[src/dhb_pkg.sv]
// Shared types, constants and helper functions for the DTS core header bitrate block.
// Used by the parser front end, the job queue, the bitrate back end and the top level.
// Depends on nothing.
package dhb_pkg;

	localparam int unsigned NBLK_W    = 7;
	localparam int unsigned FSIZE_W   = 14;
	localparam int unsigned RATE_W    = 18;
	localparam int unsigned Q8_W      = 38;
	localparam int unsigned PROD_W    = 32;
	localparam int unsigned Q8_SHIFT  = 6;
	localparam int unsigned DIVISOR_W = NBLK_W + 1;
	localparam int unsigned DIV_CNT_W = 6;
	localparam int unsigned HDR_W     = 64;
	localparam int unsigned JOBQ_DEPTH = 2;
	localparam int unsigned JOBQ_PTR_W = $clog2(JOBQ_DEPTH);
	localparam int unsigned JOBQ_CNT_W = $clog2(JOBQ_DEPTH + 1);

	localparam logic [23:0] SYNC_BE_HEAD = 24'h7FFE80;
	localparam logic [7:0]  SYNC_BE_TAIL = 8'h01;
	localparam logic [23:0] SYNC_SW_HEAD = 24'hFE7F01;
	localparam logic [7:0]  SYNC_SW_TAIL = 8'h80;
	localparam logic [3:0]  HDR_BYTES    = 4'd8;

	typedef enum logic [1:0] {
		PH_HUNT    = 2'd0,
		PH_COLLECT = 2'd1,
		PH_DONE    = 2'd2
	} phase_t;

	typedef enum logic [1:0] {
		ST_OK       = 2'd0,
		ST_NO_SYNC  = 2'd1,
		ST_SHORT    = 2'd2,
		ST_BAD_RATE = 2'd3
	} status_t;

	typedef enum logic [1:0] {
		BK_IDLE = 2'd0,
		BK_MUL  = 2'd1,
		BK_DIV  = 2'd2,
		BK_FIN  = 2'd3
	} back_state_t;

	typedef struct packed {
		status_t              status;
		logic                 swapped;
		logic [NBLK_W-1:0]    nblks;
		logic [FSIZE_W-1:0]   fsize;
		logic [RATE_W-1:0]    rate;
	} job_t;

	function automatic logic [RATE_W-1:0] rate_lookup(input logic [3:0] idx);
		logic [RATE_W-1:0] r;
		begin
			unique case (idx)
				4'd1:    r = 18'd8000;
				4'd2:    r = 18'd16000;
				4'd3:    r = 18'd32000;
				4'd6:    r = 18'd11025;
				4'd7:    r = 18'd22050;
				4'd8:    r = 18'd44100;
				4'd11:   r = 18'd12000;
				4'd12:   r = 18'd24000;
				4'd13:   r = 18'd48000;
				4'd14:   r = 18'd96000;
				4'd15:   r = 18'd192000;
				default: r = '0;
			endcase
			return r;
		end
	endfunction

	function automatic logic [HDR_W-1:0] swap_pairs(input logic [HDR_W-1:0] v);
		logic [HDR_W-1:0] r;
		begin
			for (int i = 0; i < HDR_W / 16; i++) begin
				r[16*i +: 8]     = v[16*i + 8 +: 8];
				r[16*i + 8 +: 8] = v[16*i +: 8];
			end
			return r;
		end
	endfunction

endpackage

[src/dhb_front.sv]
// Front end: hunts for the core sync word, collects the header bytes and
// classifies each buffer into a job for the back end. Depends on dhb_pkg.
module dhb_front (
	input  logic              clk,
	input  logic              arst_n,
	input  logic              accept,
	input  logic [7:0]        data_byte,
	input  logic              last_byte,
	output logic              job_valid,
	output dhb_pkg::job_t     job
);

	logic [23:0]                  window_q, window_n, window_d;
	dhb_pkg::phase_t              phase_q, phase_n, phase_d;
	logic                         swap_q, swap_n, swap_d;
	logic [3:0]                   count_q, count_n, count_d;
	logic [dhb_pkg::HDR_W-1:0]    hdr_q, hdr_n;
	logic [dhb_pkg::HDR_W-1:0]    hdr_view;
	logic [dhb_pkg::RATE_W-1:0]   rate;

	always_comb begin
		window_n = window_q;
		phase_n  = phase_q;
		swap_n   = swap_q;
		count_n  = count_q;
		hdr_n    = hdr_q;
		if (accept) begin
			unique case (phase_q)
				dhb_pkg::PH_HUNT: begin
					// The sync byte itself is not shifted into the window.
					if (window_q == dhb_pkg::SYNC_BE_HEAD && data_byte == dhb_pkg::SYNC_BE_TAIL) begin
						phase_n = dhb_pkg::PH_COLLECT;
						swap_n  = 1'b0;
						count_n = '0;
					end else if (window_q == dhb_pkg::SYNC_SW_HEAD &&
							data_byte == dhb_pkg::SYNC_SW_TAIL) begin
						phase_n = dhb_pkg::PH_COLLECT;
						swap_n  = 1'b1;
						count_n = '0;
					end else begin
						window_n = {window_q[15:0], data_byte};
					end
				end
				dhb_pkg::PH_COLLECT: begin
					hdr_n   = {hdr_q[dhb_pkg::HDR_W-9:0], data_byte};
					count_n = count_q + 4'd1;
					if (count_n >= dhb_pkg::HDR_BYTES) begin
						phase_n = dhb_pkg::PH_DONE;
					end
				end
				dhb_pkg::PH_DONE: begin
				end
				default: begin
					phase_n = dhb_pkg::PH_HUNT;
				end
			endcase
		end

		// The marked byte closes the buffer and returns the parser to hunting.
		window_d = window_n;
		phase_d  = phase_n;
		swap_d   = swap_n;
		count_d  = count_n;
		if (accept && last_byte) begin
			window_d = '0;
			phase_d  = dhb_pkg::PH_HUNT;
			swap_d   = 1'b0;
			count_d  = '0;
		end
	end

	assign hdr_view = swap_n ? dhb_pkg::swap_pairs(hdr_n) : hdr_n;
	assign rate     = dhb_pkg::rate_lookup(hdr_view[29:26]);

	always_comb begin
		job_valid   = accept && last_byte;
		job.nblks   = hdr_view[56:50];
		job.fsize   = hdr_view[49:36];
		job.rate    = rate;
		job.swapped = swap_n;
		if (phase_n == dhb_pkg::PH_HUNT) begin
			job.status  = dhb_pkg::ST_NO_SYNC;
			job.swapped = 1'b0;
		end else if (phase_n != dhb_pkg::PH_DONE) begin
			job.status = dhb_pkg::ST_SHORT;
		end else if (rate == '0) begin
			job.status = dhb_pkg::ST_BAD_RATE;
		end else begin
			job.status = dhb_pkg::ST_OK;
		end
	end

	always_ff @(posedge clk or negedge arst_n) begin
		if (!arst_n) begin
			window_q <= '0;
			phase_q  <= dhb_pkg::PH_HUNT;
			swap_q   <= 1'b0;
			count_q  <= '0;
		end else begin
			window_q <= window_d;
			phase_q  <= phase_d;
			swap_q   <= swap_d;
			count_q  <= count_d;
		end
	end

	always_ff @(posedge clk) begin
		hdr_q <= hdr_n;
	end

endmodule

[src/dhb_job_fifo.sv]
// Short queue of classified jobs between the parser front end and the
// bitrate back end. Depends on dhb_pkg.
module dhb_job_fifo (
	input  logic              clk,
	input  logic              arst_n,
	input  logic              wr_en,
	input  dhb_pkg::job_t     wr_data,
	output logic              full,
	input  logic              rd_en,
	output dhb_pkg::job_t     rd_data,
	output logic              empty
);

	dhb_pkg::job_t                       mem_q [dhb_pkg::JOBQ_DEPTH];
	logic [dhb_pkg::JOBQ_PTR_W-1:0]      wr_ptr_q, rd_ptr_q;
	logic [dhb_pkg::JOBQ_CNT_W-1:0]      count_q;
	logic                                do_wr, do_rd;

	assign full    = (count_q == dhb_pkg::JOBQ_CNT_W'(dhb_pkg::JOBQ_DEPTH));
	assign empty   = (count_q == '0);
	assign do_wr   = wr_en && !full;
	assign do_rd   = rd_en && !empty;
	assign rd_data = mem_q[rd_ptr_q];

	always_ff @(posedge clk or negedge arst_n) begin
		if (!arst_n) begin
			wr_ptr_q <= '0;
			rd_ptr_q <= '0;
			count_q  <= '0;
		end else begin
			if (do_wr) begin
				wr_ptr_q <= (wr_ptr_q == dhb_pkg::JOBQ_PTR_W'(dhb_pkg::JOBQ_DEPTH - 1)) ? '0
					: wr_ptr_q + 1'b1;
			end
			if (do_rd) begin
				rd_ptr_q <= (rd_ptr_q == dhb_pkg::JOBQ_PTR_W'(dhb_pkg::JOBQ_DEPTH - 1)) ? '0
					: rd_ptr_q + 1'b1;
			end
			if (do_wr && !do_rd) begin
				count_q <= count_q + 1'b1;
			end else if (do_rd && !do_wr) begin
				count_q <= count_q - 1'b1;
			end
		end
	end

	always_ff @(posedge clk) begin
		if (do_wr) begin
			mem_q[wr_ptr_q] <= wr_data;
		end
	end

endmodule

[src/dhb_back.sv]
// Back end: multiplies frame size by sample rate, divides by the block count
// one quotient bit per cycle and holds the result for the consumer. Depends on dhb_pkg.
module dhb_back (
	input  logic                       clk,
	input  logic                       arst_n,
	input  logic                       job_empty,
	input  dhb_pkg::job_t              job_head,
	output logic                       job_pop,
	output logic [1:0]                 status,
	output logic [dhb_pkg::Q8_W-1:0]   bitrate_q8,
	output logic                       swapped_order,
	output logic                       empty,
	input  logic                       pop
);

	dhb_pkg::back_state_t               state_q, state_d;
	dhb_pkg::job_t                      job_q;
	logic [dhb_pkg::Q8_W-1:0]           quo_q, quo_d;
	logic [dhb_pkg::NBLK_W-1:0]         rem_q, rem_d;
	logic [dhb_pkg::DIV_CNT_W-1:0]      cnt_q, cnt_d;
	logic                               out_valid_q;
	dhb_pkg::status_t                   out_status_q;
	logic [dhb_pkg::Q8_W-1:0]           out_q8_q;
	logic                               out_swapped_q;

	logic [dhb_pkg::FSIZE_W:0]          fsize_p1;
	logic [dhb_pkg::PROD_W-1:0]         prod_full;
	logic [dhb_pkg::DIVISOR_W-1:0]      divisor;
	logic [dhb_pkg::DIVISOR_W-1:0]      rem_sh;
	logic [dhb_pkg::DIVISOR_W-1:0]      rem_sub;
	logic                               q_bit;
	logic                               load_out;

	assign fsize_p1  = {1'b0, job_q.fsize} + 1'b1;
	// The largest product, 16384 * 192000, still fits in 32 bits.
	assign prod_full = dhb_pkg::PROD_W'(fsize_p1) * dhb_pkg::PROD_W'(job_q.rate);
	assign divisor   = {1'b0, job_q.nblks} + 1'b1;

	// Restoring division: the remainder stays below the divisor, which is at most 128.
	assign rem_sh  = {rem_q, quo_q[dhb_pkg::Q8_W-1]};
	assign q_bit   = (rem_sh >= divisor);
	assign rem_sub = rem_sh - divisor;

	always_comb begin
		state_d  = state_q;
		quo_d    = quo_q;
		rem_d    = rem_q;
		cnt_d    = cnt_q;
		job_pop  = 1'b0;
		load_out = 1'b0;
		unique case (state_q)
			dhb_pkg::BK_IDLE: begin
				if (!job_empty) begin
					job_pop = 1'b1;
					state_d = (job_head.status == dhb_pkg::ST_OK) ? dhb_pkg::BK_MUL
						: dhb_pkg::BK_FIN;
				end
			end
			dhb_pkg::BK_MUL: begin
				quo_d   = {prod_full, dhb_pkg::Q8_SHIFT'(0)};
				rem_d   = '0;
				cnt_d   = '0;
				state_d = dhb_pkg::BK_DIV;
			end
			dhb_pkg::BK_DIV: begin
				rem_d = q_bit ? rem_sub[dhb_pkg::NBLK_W-1:0] : rem_sh[dhb_pkg::NBLK_W-1:0];
				quo_d = {quo_q[dhb_pkg::Q8_W-2:0], q_bit};
				cnt_d = cnt_q + 1'b1;
				if (cnt_q == dhb_pkg::DIV_CNT_W'(dhb_pkg::Q8_W - 1)) begin
					state_d = dhb_pkg::BK_FIN;
				end
			end
			dhb_pkg::BK_FIN: begin
				if (!out_valid_q || pop) begin
					load_out = 1'b1;
					state_d  = dhb_pkg::BK_IDLE;
				end
			end
			default: begin
				state_d = dhb_pkg::BK_IDLE;
			end
		endcase
	end

	always_ff @(posedge clk or negedge arst_n) begin
		if (!arst_n) begin
			state_q     <= dhb_pkg::BK_IDLE;
			cnt_q       <= '0;
			out_valid_q <= 1'b0;
		end else begin
			state_q <= state_d;
			cnt_q   <= cnt_d;
			if (load_out) begin
				out_valid_q <= 1'b1;
			end else if (pop) begin
				out_valid_q <= 1'b0;
			end
		end
	end

	always_ff @(posedge clk) begin
		quo_q <= quo_d;
		rem_q <= rem_d;
		if (job_pop) begin
			job_q <= job_head;
		end
		if (load_out) begin
			out_status_q  <= job_q.status;
			out_q8_q      <= (job_q.status == dhb_pkg::ST_OK) ? quo_q : '0;
			out_swapped_q <= job_q.swapped;
		end
	end

	assign status        = out_status_q;
	assign bitrate_q8    = out_q8_q;
	assign swapped_order = out_swapped_q;
	assign empty         = !out_valid_q;

endmodule

[src/dts_core_header_bitrate.sv]
// Top level of the DTS core header bitrate block: parser front end, job queue
// and bitrate back end. Depends on dhb_pkg, dhb_front, dhb_job_fifo and dhb_back.
//
// Usage: the input side is a queue write port. A byte of the buffer is taken
// at each clock edge where push is high and full is low; last_byte marks the
// final byte of a buffer. Every buffer yields exactly one result, read like a
// queue: while empty is low the oldest result sits on status, bitrate_q8 and
// swapped_order, and it leaves at an edge where pop is high.
// Flow: the parser takes one byte per cycle while full is low. Each finished buffer
// becomes a job in a two-entry queue. The back end works on one job at a time: it
// takes the job and, for a valid header, runs a multiply state, a restoring divider
// that produces one of the 38 quotient bits per cycle, and a state that loads the
// output register; a job without a valid header goes straight to that load state,
// which waits while an unpopped result still holds the output register.
// full rises only when the job queue holds two jobs; a stalled consumer first
// fills the output register, then the queue, and then holds off the input.
// An asynchronous reset returns the parser to sync hunting and drops all jobs
// and any waiting result.
module dts_core_header_bitrate (
	input  logic                        clk,
	input  logic                        arst_n,
	input  logic                        push,
	output logic                        full,
	input  logic [7:0]                  data_byte,
	input  logic                        last_byte,
	output logic                        empty,
	input  logic                        pop,
	output logic [1:0]                  status,
	output logic [dhb_pkg::Q8_W-1:0]    bitrate_q8,
	output logic                        swapped_order
);

	logic              accept;
	logic              job_valid;
	dhb_pkg::job_t     job_in;
	dhb_pkg::job_t     job_head;
	logic              job_full;
	logic              job_empty;
	logic              job_pop;

	assign full   = job_full;
	assign accept = push && !job_full;

	dhb_front u_front (
		.clk       (clk),
		.arst_n    (arst_n),
		.accept    (accept),
		.data_byte (data_byte),
		.last_byte (last_byte),
		.job_valid (job_valid),
		.job       (job_in)
	);

	dhb_job_fifo u_job_fifo (
		.clk     (clk),
		.arst_n  (arst_n),
		.wr_en   (job_valid),
		.wr_data (job_in),
		.full    (job_full),
		.rd_en   (job_pop),
		.rd_data (job_head),
		.empty   (job_empty)
	);

	dhb_back u_back (
		.clk           (clk),
		.arst_n        (arst_n),
		.job_empty     (job_empty),
		.job_head      (job_head),
		.job_pop       (job_pop),
		.status        (status),
		.bitrate_q8    (bitrate_q8),
		.swapped_order (swapped_order),
		.empty         (empty),
		.pop           (pop)
	);

endmodule

[config.mk]
export PLATFORM = sky130hd
export DESIGN_NAME = dts_core_header_bitrate
export DESIGN_NICKNAME = d
export VERILOG_FILES = /design/src/dhb_pkg.sv /design/src/dhb_front.sv /design/src/dhb_job_fifo.sv /design/src/dhb_back.sv /design/src/dts_core_header_bitrate.sv
export SDC_FILE = /design/constraint.sdc
export NUM_CORES = 1
export LEC_CHECK = 0
export BUFFER_PORTS_ARGS = -buffer_cell sky130_fd_sc_hd__buf_2
export CORE_UTILIZATION = 55
export DETAILED_ROUTE_END_ITERATION = 10
export HOLD_SLACK_MARGIN = 0.1
export PLACE_DENSITY = 0.76
export SETUP_SLACK_MARGIN = 0.1
export SLEW_MARGIN = 20
export SYNTH_ARGS = -nofsm -noshare
export SYNTH_HDL_FRONTEND = slang
export SYNTH_SLANG_ARGS = --single-unit
[constraint.sdc]
create_clock -name clk -period 10.51 [get_ports clk]
set_input_delay 1.5765 -clock clk [delete_from_list [all_inputs] [get_ports clk]]
set_output_delay 1.5765 -clock clk [all_outputs]
set_load 0.005 [all_outputs]
After elaboration in Yosys (flattened, before gate mapping). Memories as Yosys holds them, arrays and structs flattened. Cells that the tools add are included.

$add $sub $neg: 9. Multiply operators: 1. Div/mod/pow operators: 0. $lt $le $gt $ge: 2. Equality and inequality tests: 18. Shift operators: 0. Mux-type cells: 49. Bitwise gates (word level): 0. Reductions and logical operators: 30.

Operator list (count): 2-to-1 mux 64 bit (2); 2-to-1 mux 24 bit (5); one-hot mux 38 bit (2 select lines) (1); 2-to-1 mux 57 bit (1); multiplier 15 x 18 -> 32 bit (1); 2-to-1 mux 2 bit (14); equality test 24 x 23 -> 1 bit (second input constant) (1); equality test 24 bit (second input constant) (1); zero test 18 bit (1); 2-to-1 mux 1 bit (16); 2-to-1 mux 4 bit (4); adder 14 x 1 -> 15 bit (second input constant) (1); one-hot mux 7 bit (2 select lines) (1); zero test 2 bit (6); one-hot mux 6 bit (2 select lines) (1); nonzero test 2 bit (5); adder 7 x 1 -> 8 bit (second input constant) (1); equality test 2 bit (second input constant) (4); equality test 8 x 1 -> 1 bit (second input constant) (1); equality test 8 bit (second input constant) (1); greater-or-equal comparator 8 bit (1); logical AND 1 bit (8); inequality test 2 x 1 -> 1 bit (second input constant) (4); one-hot mux 2 bit (4 select lines) (1); 19 further kinds (27).

Register bits: 236. Bits in latches: 0. Bits in writable memories: 84. Bits in read-only memories: 272. Output and inout port bits: 43. Logic and storage cells: 132. Memories kept: 2.

Memories: (no name shown) (depth 16, bits a word 17, rd ports 1, clocked after memory_dff 0, wr ports 0, RTL line dhb_pkg.sv:56) `unique case (idx)`; u_job_fifo.mem_q (depth 2, bits a word 42, rd ports 1, clocked after memory_dff 0, wr ports 1, RTL line dhb_job_fifo.sv:14) `dhb_pkg::job_t mem_q [dhb_pkg::JOBQ_DEPTH];`.

Longest topological paths before layout. An unclocked memory read counts as a cell.

Depth after elaboration: 12. Mapped depth: 27. Depth with buffers taken out: 27.

Hierarchy. From an unflattened synthesis, not the netlist that was laid out.

Cell total of the unflattened synthesis: 1971. Area total of the unflattened synthesis: 22177.5 µm².

Modules (own cells, without submodules): dhb_back (times used 1, cells an instance 1379, area an instance 14301.2 µm², sequential area each 4068.9 µm²); dhb_front (times used 1, cells an instance 441, area an instance 4433.0 µm², sequential area each 2297.2 µm²); dhb_job_fifo (times used 1, cells an instance 150, area an instance 3429.5 µm², sequential area each 2622.5 µm²); dts_core_header_bitrate (times used 1, cells an instance 1, area an instance 13.8 µm², sequential area each 0.0 µm²).

Least setup slack after synthesis. OpenSTA, ideal clock, no wires.

Path kind: register to register. From: register u_back.job_q[21] (netlist bit). To: register u_back.quo_q[33] (netlist bit) (data pin). Setup time: 0.169 ns. Arrival: 6.981 ns. Data required time: 10.341 ns. Setup slack: 3.360 ns. Cell stages (with the launch flop): 25. Path buffers: 1. Path through: edfxtp_1 and3_1 and3_1 xor2_1 clkbuf_1 nand2_1 fa_1 fa_1 inv_1 fa_1 inv_1 fa_1 fa_1 inv_1 fa_1 ha_1 a21o_1 a21o_1 a221oi_1 o31ai_1 a221o_1 a211oi_1 a21boi_0 o21a_1 o31ai_1.

Longest elaborated chain between the ends: 3.

RTL lines: start: declaration (RTL line dhb_back.sv:17) `dhb_pkg::job_t job_q;`; start signal: assignment (RTL line dhb_back.sv:105) `job_q <= job_head;`; adder 14 x 1 -> 15 bit (RTL line dhb_back.sv:34) `assign fsize_p1 = {1'b0, job_q.fsize} + 1'b1;`; multiplier 15 x 18 -> 32 bit (RTL line dhb_back.sv:36) `assign prod_full = dhb_pkg::PROD_W'(fsize_p1) * dhb_pkg::PROD_W'(job_q.rate);`; one-hot mux 38 bit (2 select lines) (RTL line dhb_back.sv:51) `unique case (state_q)`; via u_back.quo_d (one bit) (RTL line dhb_back.sv:18) `logic [dhb_pkg::Q8_W-1:0] quo_q, quo_d;`; end signal: assignment (RTL line dhb_back.sv:102) `quo_q <= quo_d;`; end: declaration (RTL line dhb_back.sv:18).

The timed path passes the listed nets, and every way through them passes these cells. A chain may end at the register's enable or synchronous reset.

Final worst setup path.
From: register u_back.job_q[18] (netlist bit). To: register u_back.quo_q[33] (netlist bit) (data pin).

The elaborated chain is that of the path after synthesis.

==> flow_summary.yaml <==
job:
  cap_violations: 0
floorplanning:
  start_util: 0.562
  rows: 71
  chipWidth_um: 199
  die-area_um2: 39500
  ios: 56
  die_height_um: 199
  coreArea_um2: 37800
route:
  vias: 13600
  totalWireLength_um: 42400
  drtPass1Iterations: 5
  route.detailed.drc: 0
  ant_nets: 0
  vias_per_cell: 5.45
  drtIter0Drc: 802
  wl_per_cell_um: 17.0
yosys:
  synthCells: 1917
  syn_nets: 2254
  synth_top_cell_area_share: 0.325
  synthTopCellsByCount: "nand2_1, inv_1, edfxtp_1, fa_1, and2_1"
  yosysWarnings: 0
  synth_seq_cells: 314
  post_synth_num_cell_types: 70
  synth_area_leaders: "edfxtp_1, fa_1, ha_1"
  synth_top_area_cell: "edfxtp_1"
  async_flop_share: 0.140
  ys_seq_area_frac: 0.414
  postSynthAreaPerCell_um2: 11.1
  synth_area_um2: 21300
  synthMostInstantiatedCell: "nand2_1"
  synth_edf_count: 230
  ys.flop_type: "edfxtp_1"
grt:
  gr-total-overflow: 0
  grt_pass1_vias: 14300
  grt_max_degree: 71
  grtUsageTotal: 0.227
  grt_use_met3: 0.0278
  grt-busiest-layer: "met2"
  met1_usage: 0.279
  antenna_found_initial: 0
  grt_pass1_wl_um: 70600
  grt_use_met2: 0.408
timing:
  worstMarginPinSlew_ns: 0.976
  period_share: 0.779
  finalHoldViolCount: 0
  finalClockSkew_ns: 0.0234
  rsz0062_at_grt: "false"
  fin_tns_setup_ns: 0
  setup_viol: 0
  fin_hold_ws_ns: 0.418
  slew_violations: 0
  max_slew_margin: 0.349
  fmax_ghz: 0.122
  fin_crit_ns: 8.19
  layout_setup_ws_ns: 2.32
min_path:
  hold_path.class: "reg -> reg"
critical_path:
  cpLargestDelayFamily: "adder cells"
  crit_required_ns: 10.90
  crit_path_end_kind: "flop"
  path_common_cell: "fa_1"
  critPathSlowestCell: "edfxtp_1"
  cpPeakStageDelay_ns: 0.79
  reg2reg_from: "u_back.job_q[18]$_DFFE_PP_"
  criticalPathCategory: "reg -> reg"
  cp.arrival_ns: 8.57
  startpoint_type: "flop"
  critPathMaxFanout: 19
  startpoint: "u_back.job_q[18]$_DFFE_PP_"
  critPathBufInv: 5
placed_design:
  post-place-ws_ns: 2.45
  dp_hpwl_um: 31800
  place_congestion: 0.900
  numPortBuffers: 55
  dpl-instance-area_um2: 22100
cells_and_area:
  diodes: 0
  drive_gt1_frac: 0.102
  area_growth_pct: 8.79
  postLayoutCellArea_um2: 23100
  final_nets: 2292
cts:
  cts.path.max_buffers: 3
  holdBufCountCts: 0
  cts-root-buf: "clkbuf_16"
  cts_tree: "yes"
  numCtsBuffers: 31
  clk_latency_ns: 0.58
  cts_sinks: 314
  htree_levels: 1
  ctsResizeCount: 0
  cts.reportedPaths.clkPinSlew_ns: 0.06
  cts_setup_buffers: 0
outcome:
  status: "finished clean"
-- final timing paths --
| path | to | slack, ns | cells after the start |
|---|---|---|---|
| max in group asynchronous | u_back.cnt_q[3]$_DFFE_PN0P_ | 9.10 | 1 |
| worst max-delay path | u_back.quo_q[33]$_DFFE_PP_ | 2.32 | 25 |
| min in group asynchronous | u_front.window_q[5]$_DFFE_PN0P_ | 0.99 | 1 |
| worst max register to register | u_back.quo_q[33]$_DFFE_PP_ | 2.32 | 25 |
| worst min-delay path | flop | 0.42 | 0 |
| worst min register to register | flop | 0.42 | 0 |
-- placed cells by master, fill, tap and decap left out, drive strengths merged, types with 26 or more instances in the layout --
| cell | count |
|---|---|
| ha | 133 |
| edfxtp | 230 |
| mux2 | 58 |
| a21oi | 34 |
| inv | 251 |
| and2 | 149 |
| clkbuf | 37 |
| nand2 | 294 |
| dfrtp | 44 |
| mux2i | 35 |
| xnor2 | 31 |
| nand2b | 26 |
| o21ai | 76 |
| dfxtp | 40 |
| nor2 | 51 |
| fa | 191 |
| buf | 77 |
-- cells by family after synthesis --
group           after synthesis  share of synthesized area
simple gates                614                      0.142
buf+inv                     324                     0.0582
fa+ha+maj                   324                      0.258
flops                       314                      0.414
compound gates              192                     0.0569
mux                          93                     0.0474
xor+xnor                     56                     0.0231
-- state kept, by name, indices dropped and copies added, names as in the netlist, named ones only --
name	flops
u_back.bitrate_q8	38
u_back.cnt_q	6
u_back.job_q	40
u_back.out_valid_q	1
u_back.quo_q	38
u_back.rem_q	7
u_back.state_q	2
u_back.status	2
u_back.swapped_order	1
u_front.count_q	4
u_front.hdr_q	40
u_front.phase_q	2
u_front.swap_q	1
u_front.window_q	24
u_job_fifo.count_q	2
u_job_fifo.mem_q	80
u_job_fifo.rd_ptr_q	1
u_job_fifo.wr_ptr_q	1
-- per-layer routing --
layer,vias up,part of all wire
met4,0,0.036
met5,-,0
met2,336,0.51
li1,6374,-
met1,6764,0.41
met3,108,0.042
-- area by class of cell --
class / count / area, um^2
repair buffers: 77 / 455
inverters: 252 / 946
clock inverters: 20 / 224
well taps: 511 / 639
flip-flops and latches: 314 / 8810
clock buffers: 37 / 818
fillers: 3042 / 14700
multi-input cells: 1279 / 11200
-- per-stage QoR --
step,util,instances
2_1_floorplan,-,1917
3_3_place_gp,0.583,2432
3_5_place_dp,0.584,2433
4_1_cts,0.611,2490
5_1_grt,0.611,2490
6_report,0.611,2490
Power is left out: the tool's default activity adds up to more than one toggle a clock period on the data nets, which glitch-free logic cannot reach.
